--- config.mk ---
export PLATFORM = sky130hd
export DESIGN_NAME = salru_ram
export DESIGN_NICKNAME = d
export VERILOG_FILES = /design/src/hdl/salru_ram.sv
export SDC_FILE = /design/constraint.sdc
export NUM_CORES = 1
export LEC_CHECK = 0
export ABC_AREA = 1
export BUFFER_PORTS_ARGS = -buffer_cell sky130_fd_sc_hd__buf_2
export CELL_PAD_IN_SITES_DETAIL_PLACEMENT = 0
export CELL_PAD_IN_SITES_GLOBAL_PLACEMENT = 2
export CORE_MARGIN = 3
export CORE_UTILIZATION = 44
export DETAILED_ROUTE_END_ITERATION = 7
export HOLD_SLACK_MARGIN = 0.08
export PLACE_DENSITY_LB_ADDON = 0.1
export SLEW_MARGIN = 20
export SYNTH_ARGS = -nofsm -noshare
export SYNTH_HDL_FRONTEND = slang
export SYNTH_SLANG_ARGS = --single-unit
--- constraint.sdc ---
create_clock -name clk -period 2.9 [get_ports clk]
set_clock_uncertainty 0.2 [all_clocks]
set_input_delay 0.435 -clock clk [delete_from_list [all_inputs] [get_ports clk]]
set_output_delay 0.435 -clock clk [all_outputs]
set_load 0.01 [all_outputs]
--- src/hdl/salru_ram.sv ---
// Generic single-write, single-read RAM with registered read data.
module salru_ram #(
    parameter int WIDTH = 8,
    parameter int DEPTH = 64
) (
    input  logic                                    clk,
    input  logic                                    we,
    input  logic [(DEPTH > 1 ? $clog2(DEPTH) : 1)-1:0] waddr,
    input  logic [WIDTH-1:0]                        wdata,
    input  logic                                    re,
    input  logic [(DEPTH > 1 ? $clog2(DEPTH) : 1)-1:0] raddr,
    output logic [WIDTH-1:0]                        rdata
);

    logic [WIDTH-1:0] mem [DEPTH];
    logic [WIDTH-1:0] rdata_reg;

    // Write port.
    always_ff @(posedge clk)
    begin
        if (we)
        begin
            mem[waddr] <= wdata;
        end
    end

    // Registered read port; data holds until the next read.
    always_ff @(posedge clk)
    begin
        if (re)
        begin
            rdata_reg <= mem[raddr];
        end
    end

    assign rdata = rdata_reg;

endmodule

# == Yosys cells after proc, flatten, opt, wreduce, memory -nomap -nowiden ==
# Memory sizes are Yosys's and may differ from the RTL's. A register that Yosys moved wholly into a read port is not among the register bits.
# Index checks and enable logic that the tools add are counted.
# op_classes
mux,2
# ops
operator,n
2-to-1 mux 1 bit,2
# totals
ff_bits,0
mem_bits_rw,512
inputBits,23
output_inout_bits,8
wordCells,3
memories,1
# memory_table
name,words,width,read_ports,rd_ports_with_merged_regs,wr,line_no,source
mem,64,8,1,1,1,15,logic [WIDTH-1:0] mem [DEPTH];

# == Longest topological paths before layout ==
# depth
word_depth,2
ltp_mapped,12

# == Least setup slack after synthesis ==
# OpenSTA, ideal clock, no wires.
# synth_path
path_kind,input to register
start,in we
end,mem mem[48][0] (enable)
setup_ns,0.395
t_arrival_ns,1.806
setup_slack_ns,0.499
path_stages,3
path_buffers,1
path_cell_list,clkbuf_1 > nand4_1 > nor4_1
# synth_via
elab_chain_len,2
# synth_rtl
element,line_no,source
start: declaration,7,"input logic we,"
2-to-1 mux 1 bit,21,if (we)
2-to-1 mux 1 bit (implied by the code),23,mem[waddr] <= wdata;
end: declaration,15,
# No other way between the ends.

==> metrics.yaml <==
status: "finished, final reports clean"
grt-ovfl-total: 0
drive_gt1_share_pct: 10.9
crit_chain: "clkbuf_8 > inv_8 > buf_4 > nand2_1 > nand3_1 > nand3_1 > nand2_1 > nand2_1 > nand3_1 > nand3_1 > nand2_1"
worstHoldEndpoint: "mem[6][0]$_DFFE_PP_"
min_path_cells: 2
fin_cells: 2546
clockBufferDepth: 3
drt_wl_total_um: 59300
first_iter_violations: 1167
fin_setup_tns_ps: 0
multi_input_area_um2: 4950
cts_sinks: 520
hold_class: "input port to flip-flop"
syn2layout_area_growth_pct: 13.4
required_ps: 3160
p_leak_uw: 0.00886
core-area_um2: 47900
worstPathArrival_ps: 2400
avgRoutedWirePerCell_um: 23.3
design_area_um2: 24300
htree_levels: 2
ff2ff_path_depth: 8
cp-end-kind: "flip-flop"
syn_area_per_cell_um2: 11.9
grt_pass1_wl_um: 87800
num-fill-cells: 4267
cts_tree: "done"
place_area_um2: 22600
setup_violations: 0
nNetsFinal: 1909
num_io_pins: 31
dieArea_um2: 51400
ys_types: 15
synth_warnings: 0
tightest_slew_ps: 936
grt_antenna_before_repair: 2
max_freq_ghz: 0.467
syn_area_um2: 21400
hold_start: "wdata[0]"
grt_max_degree: 125
grt_usage_pct: 23.4
gp_congestion: 0.782
ys_seq_area_share_pct: 72.9
root_buffer: "clkbuf_16"
crit_buf_inv: 3
drcViolationCount: 0
final-seq-area_um2: 15600
critPathKind: "input port to flip-flop"
cap_violations: 0
reg2reg_to: "rdata[7]$_DFFE_PP_"
dpl.hpwl_um: 33800
rsz0062_at_grt: "false"
ys_seq_elements: 520
cp_max_fo: 41
final_hold_viol_count: 0
num_vias: 13800
antenna_left: 0
port_buffers: 30
power.density_nw_per_um2: 664
min_period_ps: 2140
clk_pin_slew_worst_paths_ps: 60
first_pass_iters: 5
slew_violations: 0
ir_worst_vdd_uv: 504
cts_setup_buffers: 0
numCtsBuffers: 55
startpoint: "raddr[0]"
hold_ws_ps: 177
largest_reg_flops: 512
initial_core_util_pct: 44.7
syn_inst: 1805
cts_resized: 0
synth.net_count: 1828
rows: 80
r2r_slack_ps: 1070
postCtsHoldBufs: 1
crit_path_start_kind: "input port"
slew_headroom_pct: 37.6
viasPerCell: 5.43
cpMaxStageDelayCell: "buf_4"
r2r_start: "mem[23][7]$_DFFE_PP_"
slowest_delay_ps: 430
fp.dieW_um: 227
crit_family: "simple AND/OR/NAND/NOR gates"
first_global_vias: 13500
die_h_um: 227
dp_cells: 2443
min_period_over_period_pct: 73.9
clock_latency_ps: 600
synth_stat cells (all sizes together):
| cell | count | area share, % |
|---|---|---|
| nor4 | 8 | 0.23 |
| nand3 | 439 | 10 |
| inv | 12 | 0.23 |
| nor2 | 56 | 0.98 |
| nand4 | 9 | 0.26 |
| nand2 | 648 | 11 |
| buf | 98 | 3.5 |
| edfxtp | 520 | 73 |
| clkbuf | 15 | 0.26 |
worst reg2reg max path: cells and delay by family (launching register included):
kind | cells | cell delay, ps
flops | 1 | 370
simple gates | 8 | 990
worst max-delay path by stage:
| stage | end | slack, ps | depth (start not counted) |
|---|---|---|---|
| after CTS | rdata[4]$_DFFE_PP_ | 740 | 11 |
| after floorplan | mem[48][0]$_DFFE_PP_ | 500 | 3 |
| after global routing | rdata[7]$_DFFE_PP_ | 580 | 11 |
| after detailed placement | rdata[4]$_DFFE_PP_ | 120 | 11 |
| after global placement | rdata[4]$_DFFE_PP_ | 110 | 11 |
| final | rdata[7]$_DFFE_PP_ | 760 | 11 |
cell usage in the layout (no fill, tap or decap), drive strengths merged:
master / instances
inv: 12
nand2: 648
edfxtp: 520
dlygate4sd3: 1
nand3: 439
nor4: 8
clkinv: 25
buf: 135
bufinv: 4
nand4: 9
nor2: 56
clkbuf: 72
diode: 2
layer usage:
layer  GRT usage, %  wire length, um  vias up  part of all wire, %
met1           33.0            26600     6886                   45
met5              0                0        -                    0
li1               -                -     6519                    -
met2           37.9            28300      329                   48
met4           8.29             1860        0                  3.1
met3           2.91             2510      102                  4.2
kinds of logic (layout without fill, tap and decap cells):
| group | Yosys count | count (layout) | synth area share, % |
|---|---|---|---|
| flops | 520 | 520 | 72.9 |
| other cells | 0 | 2 | 0 |
| buf+inv | 125 | 249 | 4.01 |
| simple gates | 1160 | 1160 | 23.1 |
power by group:
group          switching (uW)  internal, uW
Combinational             766           270
Sequential               21.3          8340
Clock                    2810          3920
Total                    3600         12500
area by class of cell:
type                    count  share of cell area, %
clock buffers              71                   6.09
clock inverters            29                  0.948
inverters                  12                  0.227
diodes                      2                 0.0206
multi-input cells        1160                   20.4
repair buffers            137                   4.91
well taps                 615                   3.17
flip-flops and latches    520                   64.3
stage by stage:
step           worst slack [ps]  util, %  total power (uW)
2_1_floorplan               499        -              9100
3_3_place_gp                107     47.1              9560
3_5_place_dp                116     47.1              9560
4_1_cts                     742     50.7             16300
5_1_grt                     579     50.7             16700
6_report                    757     50.7             16100
(Power assumes the default switching activity.)
