==> src/hdl/salru_pkg.sv <==
// Shared types, constants and codes for the set-associative LRU cache simulator.
package salru_pkg;

    // Default sizing of the line arrays.
    localparam int DEF_MAX_SET_BITS = 6;
    localparam int DEF_MAX_WAYS     = 8;

    // Configuration register indexes.
    localparam logic [1:0] CFG_SET_BITS   = 2'd0;
    localparam logic [1:0] CFG_WAY_COUNT  = 2'd1;
    localparam logic [1:0] CFG_BLOCK_BITS = 2'd2;

    // Configuration reset values.
    localparam logic [2:0] RST_SET_BITS   = 3'd4;
    localparam logic [3:0] RST_WAY_COUNT  = 4'd1;
    localparam logic [5:0] RST_BLOCK_BITS = 6'd4;

    // Access kinds of a trace record.
    localparam logic [1:0] ACT_IGNORE = 2'd0;
    localparam logic [1:0] ACT_LOAD   = 2'd1;
    localparam logic [1:0] ACT_STORE  = 2'd2;
    localparam logic [1:0] ACT_MODIFY = 2'd3;

    // One trace record.
    typedef struct packed {
        logic [1:0]  action;
        logic [63:0] address;
    } request_t;

    // One result beat.
    typedef struct packed {
        logic        first_hit;
        logic        evicted;
        logic [31:0] hit_total;
        logic [31:0] miss_total;
        logic [31:0] eviction_total;
    } result_t;

    // Sequencer states.
    typedef enum logic [2:0] {
        ST_CLEAR,
        ST_IDLE,
        ST_SPLIT,
        ST_SCAN,
        ST_WRITE
    } state_t;

    // Control from the sequencer to the way compare unit.
    typedef struct packed {
        logic clear;
        logic step;
    } scan_ctl_t;

    // Status from the way compare unit to the sequencer.
    typedef struct packed {
        logic hit_now;
        logic hit;
        logic inv_found;
    } scan_stat_t;

endpackage

==> src/hdl/salru_scan.sv <==
// Way compare unit: checks one way per step for a hit, a free line and the LRU victim.
module salru_scan #(
    parameter int MAX_WAYS = salru_pkg::DEF_MAX_WAYS
) (
    input  logic                                       clk,
    input  logic                                       rst_n,
    input  salru_pkg::scan_ctl_t                       ctl,
    input  logic [(MAX_WAYS > 1 ? $clog2(MAX_WAYS) : 1)-1:0] way,
    input  logic                                       line_valid,
    input  logic [63:0]                                line_tag,
    input  logic [31:0]                                line_stamp,
    input  logic [63:0]                                tag,
    output salru_pkg::scan_stat_t                      stat,
    output logic [(MAX_WAYS > 1 ? $clog2(MAX_WAYS) : 1)-1:0] hit_way,
    output logic [(MAX_WAYS > 1 ? $clog2(MAX_WAYS) : 1)-1:0] inv_way,
    output logic [(MAX_WAYS > 1 ? $clog2(MAX_WAYS) : 1)-1:0] victim_way
);

    import salru_pkg::*;

    localparam int WB = (MAX_WAYS > 1) ? $clog2(MAX_WAYS) : 1;

    logic          hit_reg, hit_next;
    logic          inv_found_reg, inv_found_next;
    logic [WB-1:0] hit_way_reg, hit_way_next;
    logic [WB-1:0] inv_way_reg, inv_way_next;
    logic [WB-1:0] victim_reg, victim_next;
    logic [31:0]   min_stamp_reg, min_stamp_next;
    logic          hit_now;

    // A hit needs a valid line with an equal tag.
    assign hit_now = ctl.step && line_valid && (line_tag == tag);

    // Track hit, first free way and the way with the oldest stamp.
    always_comb
    begin
        hit_next       = hit_reg;
        inv_found_next = inv_found_reg;
        hit_way_next   = hit_way_reg;
        inv_way_next   = inv_way_reg;
        victim_next    = victim_reg;
        min_stamp_next = min_stamp_reg;
        if (ctl.clear)
        begin
            hit_next       = 1'b0;
            inv_found_next = 1'b0;
        end
        else if (ctl.step)
        begin
            if (hit_now)
            begin
                hit_next     = 1'b1;
                hit_way_next = way;
            end
            if (!line_valid && !inv_found_reg)
            begin
                inv_found_next = 1'b1;
                inv_way_next   = way;
            end
            // Strict compare keeps the lowest way on a tie.
            if ((way == '0) || (line_stamp < min_stamp_reg))
            begin
                min_stamp_next = line_stamp;
                victim_next    = way;
            end
        end
    end

    // Control flags.
    always_ff @(posedge clk or negedge rst_n)
    begin
        if (!rst_n)
        begin
            hit_reg       <= 1'b0;
            inv_found_reg <= 1'b0;
        end
        else
        begin
            hit_reg       <= hit_next;
            inv_found_reg <= inv_found_next;
        end
    end

    // Way numbers and running minimum.
    always_ff @(posedge clk)
    begin
        hit_way_reg   <= hit_way_next;
        inv_way_reg   <= inv_way_next;
        victim_reg    <= victim_next;
        min_stamp_reg <= min_stamp_next;
    end

    assign stat.hit_now   = hit_now;
    assign stat.hit       = hit_reg;
    assign stat.inv_found = inv_found_reg;
    assign hit_way        = hit_way_reg;
    assign inv_way        = inv_way_reg;
    assign victim_way     = victim_reg;

endmodule

==> config.mk <==
export PLATFORM = sky130hd
export DESIGN_NAME = salru_scan
export DESIGN_NICKNAME = d
export VERILOG_FILES = /design/src/hdl/salru_pkg.sv /design/src/hdl/salru_scan.sv
export SDC_FILE = /design/constraint.sdc
export NUM_CORES = 1
export LEC_CHECK = 0
export BUFFER_PORTS_ARGS = -buffer_cell sky130_fd_sc_hd__buf_2
export CAP_MARGIN = 0
export CORE_ASPECT_RATIO = 0.9
export CORE_MARGIN = 2
export CORE_UTILIZATION = 40
export DETAILED_ROUTE_END_ITERATION = 16
export GPL_TIMING_DRIVEN = 0
export PLACE_DENSITY = 0.74
export SETUP_SLACK_MARGIN = 0.02
export SYNTH_ARGS = -nofsm -noshare
export SYNTH_HDL_FRONTEND = slang
export SYNTH_SLANG_ARGS = --single-unit
==> constraint.sdc <==
create_clock -name clk -period 5.64 [get_ports clk]
set_input_delay 0.564 -clock clk [delete_from_list [all_inputs] [get_ports clk]]
set_output_delay 0.564 -clock clk [all_outputs]
set_load 0.05 [all_outputs]
# --- Word level (Yosys, flattened, before mapping) ---
# Cells that the tools add are included.
classes:
  order_cmp: 1
  eq_ne: 1
  bitwise_logic: 1
  reduce_logical: 15
  mux: 6
ops:
  columns: ["cell", "count"]
  rows:
  - ["64-bit == test", 1]
  - ["32-bit less-than comparator", 1]
  - ["3-bit AND reduction", 3]
  - ["1-bit 2-to-1 mux", 6]
  - ["2-bit nonzero test", 3]
  - ["2-bit AND reduction", 2]
  - ["1-bit logical AND", 3]
  - ["3-bit logical NOT", 1]
  - ["1-bit logical NOT", 2]
  - ["1-bit logical OR", 1]
  - ["1-bit NOT", 1]
word_totals:
  ff_bits: 43
  wordCells: 30
  input_bits: 168

# --- Longest topological paths before layout ---
# Gate-level depths: netlist of run 1.
depth:
  word_depth: 5
  mapped_depth: 7
  ltp_nobuf: 7

# --- Worst setup path after synthesis of run 1 ---
# Ideal clock, no wire load.
synth_timing:
  kind: "input to register"
  from: "in line_stamp[27]"
  to: "reg min_stamp_reg[0], enable pin"
  cell_stages: 6
  setup_ns: 0.476
  arrival_time_ns: 4.015
  path_slack_ns: 1.149
  path_cell_list: "ha_1 > a21oi_1 > o21ai_0 > a221oi_1 > nand4b_1 > o21ai_0"
synth_between:
  elab_chain_len: 3
synth_lines:
  columns: ["element", "line", "source"]
  rows:
  - ["start: declaration", "salru_scan.sv:11", "input logic [31:0] line_stamp,"]
  - ["32-bit less-than comparator", "salru_scan.sv:61", "if ((way == '0) || (line_stamp < min_stamp_reg))"]
  - ["1-bit logical OR", "salru_scan.sv:61", null]
  - ["3-bit AND reduction (no source line)", null, null]
  - ["end signal: assignment", "salru_scan.sv:90", "min_stamp_reg <= min_stamp_next;"]
  - ["end: declaration", "salru_scan.sv:28", "logic [31:0] min_stamp_reg, min_stamp_next;"]
# No other way between the ends.
# A chain may end at the register's enable or synchronous reset.

# --- Final worst setup path of run 1 ---
layout_timing:
  from: "in tag[16]"
  to: "out stat[2] in the netlist's numbering"
layout_between:
  elab_chain_len: 2
layout_lines:
  columns: ["element", "line", "source"]
  rows:
  - ["start: declaration", "salru_scan.sv:12", "input logic [63:0] tag,"]
  - ["64-bit == test", "salru_scan.sv:32", "assign hit_now = ctl.step && line_valid && (line_tag == tag);"]
  - ["1-bit logical AND", "salru_scan.sv:32", null]
  - ["end: declaration", "salru_scan.sv:13", "output salru_pkg::scan_stat_t stat,"]
# No other way between the ends.

==> results of run 1 <==
## logic make-up after synthesis
logic type / after synthesis
AO/OA/AOI/OAI: 39
flip-flops: 43
buffers and inverters: 42
adder cells (fa/ha/maj): 31
AND/OR/NAND/NOR: 106
XOR/XNOR: 42
## cell usage in the layout (no fill, tap or decap), types with 2 or more instances in the layout
cell type  instances
clkbuf_8           5
a2111oi_2          3
nand4b_1           2
nor4_1            15
and4_1             2
xor2_1             5
xnor2_1           37
nand3_1            3
a2111oi_1          3
dfrtp_1            2
nor4_2             2
buf_4              3
edfxtp_1          41
nand2_1           13
nor2_1             5
clkinv_2           3
buf_2            179
nor2b_1           35
inv_1             38
nand4_1           16
a21oi_1           20
ha_1              31
nor3_1             5
nor2b_4            2
o21ai_0            7
## final cells by class
class                   instances  share of cell area
plain buffers                   3             0.00529
multi-input cells             218               0.394
clock buffers                   5              0.0162
clock inverters                 3             0.00353
well taps                      96              0.0282
diodes                          1            0.000588
flip-flops and latches         43               0.301
inverters                      39              0.0344
repair buffers                180               0.217
## routing by layer
layer / GRT usage / wire, µm / up-vias
met2: 0.377 / 4430 / 142
met5: 0 / 0 / -
met1: 0.212 / 3170 / 1289
met4: 0.0781 / 159 / 0
met3: 0.0495 / 618 / 15
li1: - / - / 1466
## worst max path at each step
| stage | endpoint | depth (start not counted) | slack, ps | from |
|---|---|---|---|---|
| floorplan | min_stamp_reg[0] | 6 | 1150 | line_stamp[27] |
| global placement | min_stamp_reg[14] | 7 | -240 | line_stamp[27] |
| detailed placement | min_stamp_reg[15] | 8 | 2680 | line_stamp[27] |
| CTS | stat[2] | 8 | 2860 | tag[5] |
| global route | stat[2] | 8 | 2680 | tag[5] |
| finish | stat[2] | 8 | 2850 | tag[16] |
## where the power goes
part / switching, mW / total, mW / internal, mW
Combinational: 0.118 / 0.231 / 0.112
Clock: 0.109 / 0.194 / 0.0849
Sequential: 0.00533 / 0.383 / 0.378
Total: 0.233 / 0.808 / 0.575
## through the flow
stage / cell area (µm²) / total power [mW] / hold slack, ps / utilization
after floorplan: 3120 / 0.514 / 268 / -
after global placement: 4130 / 0.608 / 351 / 0.548
after detailed placement: 4170 / 0.623 / 353 / 0.553
after CTS: 4260 / 0.815 / 20.5 / 0.564
after global routing: 4260 / 0.857 / 17.0 / 0.564
final: 4260 / 0.808 / 31.2 / 0.564
==> impl_results.md, run 1 <==
- Starting density of the core: 0.413
- Synth cell count leaders: 41 x edfxtp_1, 38 x inv_1, 37 x xnor2_1
- TritonCTS Buffers: 5
- H-tree depth: 2
- Fill cells: between 600 and 700
- Crit-path slowest cell: or3_1
- Clk_lat worst skew: about 300 ps
- Fin crit share: 0.495
- Critical R2R Capture: min_stamp_reg[11]
- CP cell instances: buf_2 > nor2b_1 > nor4_1 > nand3_1 > or3_1 > nor3_1 > buf_4 > buf_2
- Boundary pin count: 180
- Die footprint: 8510 µm²
- Avg Inst Size Synth: approximately 10 µm²
- Post-Synth Simple-Gate Area: 0.208
- Area taken by multi-input logic gates: approximately 1700 µm²
- Min-Delay Path Class: in2async
- Register clock-pin slew on the reported worst setup and hold paths: 80 ps
- CTS sink count: 43
- Fin. Hold Viols: 0
- Avg WL per Cell: approximately 14 µm
- Post-DP HPWL: 7340 µm
- Outcome: completed
- Die Span X: 97.0 µm
- Buffers on Ports: between 150 and 200
- Via/cell ratio: ~5.0
- Vias in the first global route: between 3000 and 4000
- Buffers & Inverters on Critical Path: 3
- Fmax: 358 MHz
- Maximum vdd drop: slightly below 0.00009 V
- Area leader, netlist: edfxtp_1
- DP Cell Count: between 500 and 600
- Post-CTS Setup Repair Bufs: 0
- Yosys warnings: 0
- Flip-flop count of the largest register after layout: 32
- Compound-Gate Fraction of Synth Area: 0.0839
- Core Rows: 30
- Setup TNS Final: 0 ps
- Share of cells above drive strength 1: 0.411
- Synth Register Bits: 43
- Share of flip-flops with an asynchronous set or reset: 0.0465
- Worst Path Arrival: between 2000 and 2500 ps
- Min cycle time layout: 2790 ps
- Yosys top cell area share: 0.395
- Largest net degree at the start of global routing: 23
- Pins over their slew limit: 0
- Die Y: around 90 µm
- Startpoint Class: primary input
- Crit path top cell by count: buf_2
- R2R depth: 8
- DR vias: just under 3000
- Cell family with most CP delay: simple AND/OR/NAND/NOR gates
- CORE AREA: 7540 µm²
- Max incr delay on CP: ~400 ps
- Synth Area in XOR/XNOR: 0.118
- CP Data Required Time: about 5000 ps
- CTS tree: built
- Final Skew: between 7 and 8 ps
- Worst slew pin tran: 583 ps
- GPL Wtd Cong: 0.967
- # DRC: 0
- Fin cells: ~600
- # hold bufs at CTS: 0
- R2R Path Start: min_stamp_reg[27]
- Area contributors post-synth: edfxtp_1 40%, ha_1 12%, xnor2_1 10%
- Clock tree buffer depth: 2
- Flop2flop setup slack: 3070 ps
- Nets: approximately 700
- Post-synthesis cell type count: 34
- Largest family of logic cells by synthesized area: simple AND/OR/NAND/NOR gates
- RSZ-0062 raised after global routing: false
- Pre-CTS setup slack: roughly 2700 ps
- Synth Flop Type: edfxtp_1
- Seq/Total Area, Yosys: 0.411
- Power density cells: about 190 nW/µm²
- Crit. End Element: output port
- Post-Syn Nets: 502
- Worst setup margin: between 2000 and 3000 ps
- Static leakage: 1.98 nW
- TritonRoute pass-1 iters: 4
- Most frequent cell after synthesis: edfxtp_1
- Post-cts sizing count: 0
- Mux cell area share after synthesis: 0
- Synthesis-to-finish area growth: 36.6%
- Root buffer cell: clkbuf_8
- Worst setup path class: in2out
- GRT overflow: 0
- Final antenna-violating net count: 0
- Post-synth EDFFs: slightly above 40
- Mapped Cells: around 300
- Critical path fanouts, max: 2
- Max-slew headroom: 0.608
- Setup violators final: 0
- FF+latch area: 1280 µm²
- Routed wire length: between 8000 and 9000 µm
- DR iter-0 viols: between 100 and 150
- Synth Area in Adders: 0.124
- Total GRT Usage: 0.197
- First-pass GRT wire length: 13500 µm
- Max Cap Viol: 0
- Post-Synthesis Cell Area: ~3100 µm²
- Initial antenna violation count: 1
Note: power is estimated with default switching activity, not from simulation.
==> run 2, diff against run 1 <==
==> constraint.sdc (replaced) <==
create_clock -name clk -period 2.7 [get_ports clk]
set_input_delay 0.27 -clock clk [delete_from_list [all_inputs] [get_ports clk]]
set_output_delay 0.27 -clock clk [all_outputs]
set_load 0.05 [all_outputs]
==> run 2 against run 1 <==
  * Via count fell by 1.9%
  * Combinational power is 100% higher
  * Setup slack worse by 2600 ps
  * Hold slack improved by 130 ps
  * Sequential power up 110%
  * Sequential share of layout area hardly changed
  * Flip-flop and latch count unchanged
  * First-iteration DRC count decreased by 36%
  * Count of clock-buffer cells in the layout up 2
  * Register-to-register slack worse by 2700 ps
  * Final cell count unchanged
  * Core utilization about the same
  * Critical path type unchanged
  * Highest routed layer unchanged
==> impl_results.md, run 2 (same netlist as run 1, synthesis figures left out) <==
- Flip-flop count of the largest register after layout: 32 (unchanged)
- R2R Path Start: min_stamp_reg[27]
- Worst setup margin: 235 ps (-2610 ps)
- Root buffer cell: clkbuf_8
- Pins over their slew limit: 0 (unchanged)
- Boundary pin count: 180 (unchanged)
- # DRC: 0 (unchanged)
- Fin Hold WS: 166 ps (+135 ps)
- Setup violators final: 0 (unchanged)
- Met3 routed WL: 590 µm (-4.5%)
- Critical Path Start: tag[38]
- Worst slew pin tran: 581 ps (-2.21 ps)
- Final Power: 1.66 mW (+110%)
- Nets: 690 (+0.15%)
- DR iter-0 viols: 74 (-36%)
- Outcome: completed
- Die Span X: 97.0 µm (unchanged)
- Clk_lat worst skew: 290 ps (about the same)
- Via/cell ratio: 4.86 (-1.9%)
- Top Layer Used: met4
- Crit-path slowest cell: nor4_1
- Fin cells: 588 (unchanged)
- Min-Delay Path Class: in2reg
- DP Cell Count: 579 (unchanged)
- GPL Wtd Cong: 0.876 (-9.4%)
- Worst hold path startpoint: line_stamp[18]
- Final Cell Area: 4260 µm² (about the same)
- Min cycle time layout: between 2000 and 2500 ps
- Flop2flop setup slack: 330 ps (-2740 ps)
- Worst Path Arrival: 2200 ps (-30 ps)
- Routed wire length: 7820 µm (-6.7%)
- Static leakage: 1.97 nW (-0.23%)
- Commonest non-fill, non-tap cell in the layout: buf_2
- CP cell instances: buf_2 > xnor2_1 > nand4_1 > nor4_1 > nand4_1 > nor3_1 > buf_4 > buf_2
- Die Y: 87.7 µm (unchanged)
- Synthesis-to-finish area growth: 36.5% (about the same)
- Largest net degree at the start of global routing: 32 (+39%)
- Total GRT Usage: 0.186 (-0.0113)
- Critical path fanouts, max: 3 (+1)
- Max-slew headroom: 0.610 (+0.00148)
- First-pass GRT wire length: 12900 µm (-4.6%)
- Final antenna-violating net count: 0 (unchanged)
- Share of cells above drive strength 1: 0.407 (-0.00490)
- Max Cap Viol: 0 (unchanged)
- Buffers on Ports: 179 (unchanged)
- H-tree depth: 2 (unchanged)
- Vias in the first global route: 3009 (-2.8%)
- Post-DP HPWL: 7030 µm (-4.2%)
- Fin crit share: 0.913
- Die footprint: 8510 µm² (unchanged)
- Fmax: ~410 MHz
- Post-CTS Setup Repair Bufs: 0 (unchanged)
- GRT overflow: 0 (unchanged)
- Register clock-pin slew on the reported worst setup and hold paths: 80 ps (about the same)
- Startpoint Class: primary input
- Wl on met1: 3070 µm (-3.3%)
- Worst setup path class: in2out
- Pre-CTS setup slack: 251 ps (-2430 ps)
- CTS tree: built
- CTS sink count: 43 (unchanged)
- Power density cells: 390 nW/µm² (+110%)
- Clock tree buffer depth: 2 (unchanged)
- CORE AREA: 7540 µm² (unchanged)
- Starting density of the core: 0.413 (unchanged)
- TritonCTS Buffers: 5 (unchanged)
- Placed cell areas: 4160 µm² (-0.18%)
- RSZ-0062 raised after global routing: false
- Max incr delay on CP: 460 ps (+50 ps)
- Setup TNS Final: 0 ps (unchanged)
- TritonRoute pass-1 iters: 4 (unchanged)
- Final Skew: 6.74 ps (-0.403 ps)
- ANT cells: 0 (-1)
- Fin. Hold Viols: 0 (unchanged)
- Crit. End Element: output port
- DR vias: 2856 (-1.9%)
- Initial antenna violation count: 0 (-1)
- Post-layout util: 0.564 (about the same)
- Met2 WL: 4000 µm (-9.7%)
- CP Data Required Time: 2430 ps (-2650 ps)
- Most frequent cells in the layout: 179 x buf_2, 41 x edfxtp_1, 38 x inv_1, 37 x xnor2_1, 35 x nor2b_1
- Core Rows: 30 (unchanged)
- Avg WL per Cell: 13.3 µm (-6.7%)
- Maximum vdd drop: 0.000173 V (+94%)
[run 2: layout make-up]
class,count,area (µm²)
clock buffers,7,76.3
flip-flops and latches,43,1280
multi-input cells,218,1680
plain buffers,3,22.5
clock inverters,1,5.00
fillers,679,3290
well taps,96,120
inverters,39,146
repair buffers,181,926
[run 2: worst max-delay path: cells and delay by family]
kind | cells | cell delay (ps)
xor+xnor | 1 | 190
simple gates | 4 | 1210
buf+inv | 3 | 530
[run 2: routing by layer]
layer,up-vias,global-route usage
met3,16,0.0487
li1,1466,-
met2,118,0.357
met1,1256,0.200
met4,0,0.0640
met5,-,0
[run 2: path summary, 6_finish.rpt]
path	endpoint	cells after the start
min in group asynchronous	inv_found_reg	2
min	min_stamp_reg[18]	1
max	stat[2]	8
min reg2reg	hit_reg	1
max reg2reg	min_stamp_reg[29]	8
max in group asynchronous	hit_reg	2
[run 2: power by group]
group          leakage [nW]  internal [mW]  switching, mW
Sequential            0.410          0.790         0.0114
Combinational          1.52          0.231          0.240
Clock                0.0422          0.182          0.205
[run 2: what timing repair did]
action / in CTS / in global routing
gates resized for setup: 0 / 0
hold buffers: 1 / 0
hold endpoints to repair: 2 / 0
setup endpoints to repair: 0 / 0
